## src/rtl/core/rpkc_pkg.sv

```systemverilog
// shared types, sizes and helpers for the repeated-pattern kmp check
package rpkc_pkg;

  localparam int MAX_LEN  = 1024;
  localparam int ADDR_W   = $clog2(MAX_LEN);
  localparam int CNT_W    = $clog2(MAX_LEN + 1);
  localparam int PERIOD_W = 11;
  localparam int CHAR_W   = 8;
  localparam int DIV_CNT_W = $clog2(CNT_W + 1);

  typedef struct packed {
    logic [CHAR_W-1:0] char_in;
    logic              last_char;
  } rpkc_in_t;

  typedef struct packed {
    logic                is_repeated;
    logic [PERIOD_W-1:0] period;
    logic                overflowed;
  } rpkc_out_t;

  // request to the remainder unit
  typedef struct packed {
    logic             start;
    logic [CNT_W-1:0] dividend;
    logic [CNT_W-1:0] divisor;
  } rpkc_div_req_t;

  // answer from the remainder unit
  typedef struct packed {
    logic done;
    logic rem_zero;
  } rpkc_div_rsp_t;

  typedef enum logic [3:0] {
    S_IDLE   = 4'b0001,
    S_EVAL   = 4'b0010,
    S_DIV    = 4'b0100,
    S_RESULT = 4'b1000
  } rpkc_state_t;

  // fit a length-sized value into the period field, masking or zero extending
  function automatic logic [PERIOD_W-1:0] to_period(input logic [CNT_W-1:0] v);
    logic [CNT_W+PERIOD_W-1:0] w;
    w = {{PERIOD_W{1'b0}}, v};
    return w[PERIOD_W-1:0];
  endfunction

endpackage

```

## src/rtl/core/rpkc_rem_unit.sv

```systemverilog
// bit-serial restoring remainder unit, one quotient bit per cycle
module rpkc_rem_unit
  import rpkc_pkg::*;
(
  input  logic          clk,
  input  logic          rst_n,
  input  rpkc_div_req_t req,
  output rpkc_div_rsp_t rsp
);

  logic [CNT_W-1:0]     rem_r, rem_nxt;
  logic [CNT_W-1:0]     dvd_r, dvd_nxt;
  logic [CNT_W-1:0]     dsr_r, dsr_nxt;
  logic [DIV_CNT_W-1:0] cnt_r, cnt_nxt;
  logic                 busy_r, busy_nxt;
  logic                 done_r, done_nxt;
  logic [CNT_W:0]       shifted;

  always_comb begin
    shifted  = {rem_r, dvd_r[CNT_W-1]};
    rem_nxt  = rem_r;
    dvd_nxt  = dvd_r;
    dsr_nxt  = dsr_r;
    cnt_nxt  = cnt_r;
    busy_nxt = busy_r;
    done_nxt = 1'b0;
    if (req.start) begin
      rem_nxt  = '0;
      dvd_nxt  = req.dividend;
      dsr_nxt  = req.divisor;
      cnt_nxt  = DIV_CNT_W'(CNT_W);
      busy_nxt = 1'b1;
    end else if (busy_r) begin
      // trial subtract
      if (shifted >= {1'b0, dsr_r}) begin
        rem_nxt = CNT_W'(shifted - {1'b0, dsr_r});
      end else begin
        rem_nxt = shifted[CNT_W-1:0];
      end
      dvd_nxt = {dvd_r[CNT_W-2:0], 1'b0};
      cnt_nxt = cnt_r - DIV_CNT_W'(1);
      if (cnt_r == DIV_CNT_W'(1)) begin
        busy_nxt = 1'b0;
        done_nxt = 1'b1;
      end
    end
  end

  always_ff @(posedge clk) begin
    if (!rst_n) begin
      busy_r <= 1'b0;
      done_r <= 1'b0;
      cnt_r  <= '0;
    end else begin
      busy_r <= busy_nxt;
      done_r <= done_nxt;
      cnt_r  <= cnt_nxt;
    end
    rem_r <= rem_nxt;
    dvd_r <= dvd_nxt;
    dsr_r <= dsr_nxt;
  end

  assign rsp.done     = done_r;
  assign rsp.rem_zero = (rem_r == '0);

endmodule
```

## config.mk

```make
export PLATFORM = sky130hd
export DESIGN_NAME = rpkc_rem_unit
export DESIGN_NICKNAME = d
export VERILOG_FILES = /design/src/rtl/core/rpkc_pkg.sv /design/src/rtl/core/rpkc_rem_unit.sv
export SDC_FILE = /design/constraint.sdc
export NUM_CORES = 1
export LEC_CHECK = 0
export ABC_AREA = 0
export BUFFER_PORTS_ARGS = -buffer_cell sky130_fd_sc_hd__buf_4
export CAP_MARGIN = 20
export CORE_UTILIZATION = 57
export DETAILED_ROUTE_END_ITERATION = 8
export PLACE_DENSITY = 0.85
export SETUP_SLACK_MARGIN = 0.1
export SKIP_LAST_GASP = 1
export SLEW_MARGIN = 20
export SYNTH_ARGS = -nofsm -noshare
export SYNTH_HDL_FRONTEND = slang
export SYNTH_SLANG_ARGS = --single-unit
```

## constraint.sdc

```tcl
create_clock -name clk -period 7.19 [get_ports clk]
set_clock_uncertainty 0.2 [all_clocks]
set_input_delay 1.0785 -clock clk [delete_from_list [all_inputs] [get_ports clk]]
set_output_delay 1.0785 -clock clk [all_outputs]
set_load 0.01 [all_outputs]
```

# Word-level counts from Yosys, hierarchy flattened
# Index checks and enable logic that the tools add are counted.
dict set report totals {
  ff_bits 39
  wordCells 26
  out_inout_bits 2
  input_bits 25
}
dict set report classes {
  reduce_logical 4
  n_eq_ne 1
  n_mux 9
  n_bitwise 2
  n_lt_le_gt_ge 1
  addsub 2
}
# op count
set op_table {}
lappend op_table {{11-bit 2-to-1 mux} 3}
lappend op_table {{12-bit by 11-bit greater-or-equal comparator with 1-bit output} 1}
lappend op_table {{11-bit logical NOT} 1}
lappend op_table {{11-bit subtractor} 1}
lappend op_table {{4-bit 2-to-1 mux} 2}
lappend op_table {{4-bit by 1-bit == test with 1-bit output (second input constant)} 1}
lappend op_table {{1-bit 2-to-1 mux} 4}
lappend op_table {{4-bit by 1-bit subtractor with 4-bit output (second input constant)} 1}
lappend op_table {{3-bit OR reduction} 1}
lappend op_table {{1-bit inverter} 2}
lappend op_table {{2-bit nonzero test} 1}
lappend op_table {{2-bit OR reduction} 1}

# Depth between registers and ports, before layout
dict set report logic_depth {
  ltp_word 4
  ltp_mapped 9
  depth_no_buf 9
}

# Worst setup path before layout
# No wires, ideal clock.
dict set report synth_path {
  path_type {register -> register}
  startpoint {register dvd_r[10]}
  endpoint {register rem_r[3]}
  t_required_ps 6873
  setup_time_ps 117
  n_path_buf 0
  path_slack_ps 4541
  t_arrival_ps 2332
  period_less_slack_ps 2649
  stages_incl_launch_ff 10
  path_cell_list {edfxtp_1 -> inv_1 -> ha_1 -> fa_1 -> nand2b_2 -> o2bb2ai_2 -> a211o_1 -> nand2_1 -> mux2_2 -> a22o_1}
}
dict set report synth_between {
  elab_chain_cells 2
  word_cells_on_any_way 3
  cone_classes {1 x add/sub; 1 x order compare; 1 x mux}
}
# element line_no
set synth_lines {}
lappend synth_lines {{start: declaration} rpkc_rem_unit.sv:12} ;# logic [CNT_W-1:0] dvd_r, dvd_nxt;
lappend synth_lines {{start signal: assignment} rpkc_rem_unit.sv:60} ;# dvd_r <= dvd_nxt;
lappend synth_lines {{11-bit subtractor / 12-bit by 11-bit greater-or-equal comparator with 1-bit output (equally long branches)} {rpkc_rem_unit.sv:36, rpkc_rem_unit.sv:35}}
lappend synth_lines {{11-bit 2-to-1 mux (*)} rpkc_rem_unit.sv:35} ;# if (shifted >= {1'b0, dsr_r}) begin
lappend synth_lines {{end signal: assignment} rpkc_rem_unit.sv:59} ;# rem_r <= rem_nxt;
lappend synth_lines {{end: declaration} rpkc_rem_unit.sv:11} ;# logic [CNT_W-1:0] rem_r, rem_nxt;
# Every way passes the cells marked *; elsewhere a longest branch is shown, timed or not.
# A chain may end at the register's enable or synchronous reset.

# Worst setup path in the final report
# Same ends and word-level chain as after synthesis.

==> results.tsv <==
stage	metric	value	unit
synth	ys_warn_count	0	
final_layout	fin_nets	274	
critical_path	path_cells	inv_1 > ha_1 > fa_1 > nand2b_2 > o2bb2ai_2 > a211o_1 > nand2_1 > mux2_2 > a22o_1	
clock_tree	cts_tree	yes	
floorplan	core_area	0.00344	mm²
final_layout	multi_input_area	0.00103	mm²
synth	syn_nets	245	
power_and_ir_drop	ir_worst_vdd	0.000152	V
synth	syn_area	0.00212	mm²
power_and_ir_drop	total_power	0.000495	W
critical_path	ff2ff_path_depth	9	
clock_tree	clkTransAtPathRegs	0.07	ns
final_layout	drive_gt1_share	21.2	%
synth	synth_top_area_share	31.2	%
critical_path	cpMaxStageDelayCell	fa_1	
critical_path	critPathBufInv	1	
global_route	grt_max_degree	33	
power_and_ir_drop	power_density	203	mW/mm²
synth	synth_area_leaders	edfxtp_1 31%, dfxtp_1 16%, ha_1 7.7%	
sta	fin_crit_sh	40.2	%
routing	dr.pass1.iters	4	
final_layout	antenna_cells	0	
clock_tree	cts_made_buffers	5	
final_layout	nFillCells	256	
synth	yosysTopAreaCell	edfxtp_1	
sta	finalHoldViolCount	0	
global_route	antenna_found_initial	0	
clock_tree	cts_resized	0	
power_and_ir_drop	p_int	0.000364	W
synth	ys.flop_type	edfxtp_1	
sta	holdWs	0.344	ns
routing	wl_per_cell	16.0	µm
floorplan	pin_count	27	
sta	relSlewSlack	61.2	%
sta	tightest_slew	0.579	ns
routing	drc	0	
routing	vias	1682	
critical_path	crit-reg2reg-capture	rem_r[3]	
floorplan	fp.dieW	63.0	µm
sta	min_period	2.89	ns
power_and_ir_drop	p_sw	0.000131	W
critical_path	worstPathMaxFanout	9	
synth	synth_edf_count	22	
critical_path	endpoint	rem_r[3]	
floorplan	dieArea	0.00397	mm²
critical_path	cp.depth	9	
hold_path	hold_path.class	flop to flop	
power_and_ir_drop	leakage	1.03	nW
placement	portBuffers	26	
critical_path	endpoint_kind	flop	
run	drv_cap	0	
global_route	grt_pass1_vias	1684	
clock_tree	cts_root_buf	clkbuf_8	
critical_path	path_delay_family	compound AO/OA/AOI/OAI gates	
status	status	finished, final reports clean	
global_route	grt_use_total	25.7	%
critical_path	start_kind	flop	
power_and_ir_drop	swShare	26.5	%
synth	ys_seq_area_share	47.2	%
sta	worst_slack	4.30	ns
routing	vias_per_cell	5.96	
clock_tree	clock_path_buffers	2	
power_and_ir_drop	power.share.clock	28.5	%
sta	clock.fmax	346	MHz
critical_path	required	7.18	ns
critical_path	cpPeakStageDelay	0.41	ns
synth	synthTopCellsByCount	22 x edfxtp_1, 20 x nand2_1, 18 x inv_1, 17 x dfxtp_1, 15 x nor2_1	
synth	ys_types	45	
sta	setup-violations-final	0	
synth	yosysMostFrequentCell	edfxtp_1	
critical_path	crit-reg2reg-launch	dvd_r[10]	
clock_tree	post_cts_buffers	0	
synth	avgSynthCellArea	10.3	µm²
power_and_ir_drop	power_frac_seq	53.3	%
placement	hpwl	3380	µm
synth	synth_seq_cells	39	
final_layout	area_delta_synth_final	14.9	%
routing	drtIter0Drc	107	
final_layout	seq_area	0.00100	mm²
synth	syn_inst	206	
placement	gp_congestion	0.951	
clock_tree	clock_latency	0.29	ns
critical_path	arrival	2.88	ns
sta	tns	0	ns
sta	grt_setup_unrepaired	false	
floorplan	fp.dieH	63.0	µm
global_route	grt_pass1_wl	7690	µm
clock_tree	ctsHtreeMaxLevel	2	
routing	antenna_left	0	
critical_path	r2r_slack	4.30	ns
sta	drv_slew	0	
synth	synthArstFlopShare	0	%
clock_tree	hold_buffers	0	
power_and_ir_drop	combPwrFrac	18.2	%
critical_path	cp-startpoint	dvd_r[10]	
global_route	grt_overflow	0	
placement	place_ws	4.34	ns
floorplan	rows	21	
critical_path	critical_path_class	flop to flop	
floorplan	start_util	61.6	%
routing	drt-total-wl	4510	µm
clock_tree	cts.sinks	39	
==> power groups by stage <==
stage | clock [W] | sequential [W] | combinational (W)
floorplan | 0 | 0.000264 | 0.0000610
global placement | 0 | 0.000267 | 0.0000864
detailed placement | 0 | 0.000268 | 0.0000887
CTS | 0.000144 | 0.000263 | 0.0000897
global route | 0.000154 | 0.000265 | 0.0000999
finish | 0.000141 | 0.000263 | 0.0000902
==> worst min path at each step <==
stage / start / endpoint / slack [ns] / cells past startpoint
2_1_floorplan: rem_r[9] / rem_r[9] / 0.26 / 2
3_3_place_gp: rem_r[8] / rem_r[8] / 0.30 / 2
3_5_place_dp: rem_r[2] / rem_r[2] / 0.33 / 2
4_1_cts: rem_r[2] / rem_r[2] / 0.34 / 2
5_1_grt: rem_r[10] / rem_r[10] / 0.36 / 2
6_report: rem_r[10] / rem_r[10] / 0.34 / 2
==> placed cells by master, fill, tap and decap left out, types with 2 or more instances in the layout <==
master    count
buf_4        26
edfxtp_1     22
nand2_1      20
inv_1        18
dfxtp_1      17
nor2_1       15
a21oi_1      13
ha_1         13
mux2_2       12
o21ai_0      12
o21a_1        6
xor2_1        5
clkbuf_8      5
nor4_1        4
nor3_1        3
nand2b_1      3
nor2b_1       3
a22o_1        3
nand4_1       2
a211oi_1      2
or3_1         2
o211ai_1      2
o221ai_1      2
xnor2_1       2
clkbuf_1      2
==> registers in the layout, indices dropped and copies added, names as in the netlist <==
name    flops
cnt_r       4
rem_r      11
dsr_r      11
busy_r      1
done_r      1
dvd_r      11
==> routing by layer <==
layer  part of all wire, %  wire [µm]  track usage, %  up-vias
met5                     0          0               0        -
met4                   3.8        170            14.5        0
met3                   5.8        260            5.47       19
met2                    48       2180            40.9       63
met1                    42       1900            32.3      790
li1                      -          -               -      810
==> metrics by stage <==
| stage | instance area [µm²] | utilization, % | std cells |
|---|---|---|---|
| 5_1_grt | 2430 | 70.7 | 282 |
| 3_3_place_gp | 2350 | 68.4 | 274 |
| 4_1_cts | 2430 | 70.7 | 282 |
| 2_1_floorplan | 2120 | - | 206 |
| 3_5_place_dp | 2350 | 68.4 | 274 |
| 6_report | 2430 | 70.7 | 282 |
==> logic make-up after synthesis <==
| family | count (synthesis) | share of synthesized area (%) |
|---|---|---|
| compound gates | 51 | 16.5 |
| xor+xnor | 7 | 2.89 |
| fa+ha+maj | 14 | 8.62 |
| buf+inv | 22 | 4.07 |
| flops | 39 | 47.2 |
| mux | 12 | 6.38 |
| simple gates | 61 | 14.3 |
==> worst register-to-register path, delay by kind of cell (launching register included) <==
kind | cells | cell delay (ns)
compound gates | 3 | 0.69
fa+ha+maj | 2 | 0.63
buf+inv | 1 | 0.05
flops | 1 | 0.36
mux | 1 | 0.38
simple gates | 2 | 0.49
==> final cells by class <==
| cell class | count | area share [%] |
|---|---|---|
| Multi-Input combinational cell | 145 | 42.4 |
| Inverter | 18 | 2.77 |
| Clock inverter | 1 | 0.206 |
| Clock buffer | 7 | 3.13 |
| Tap cell | 46 | 2.36 |
| Sequential cell | 39 | 41.1 |
| Timing Repair Buffer | 26 | 8.02 |
No activity file was read; power rests on OpenSTA's default activity.
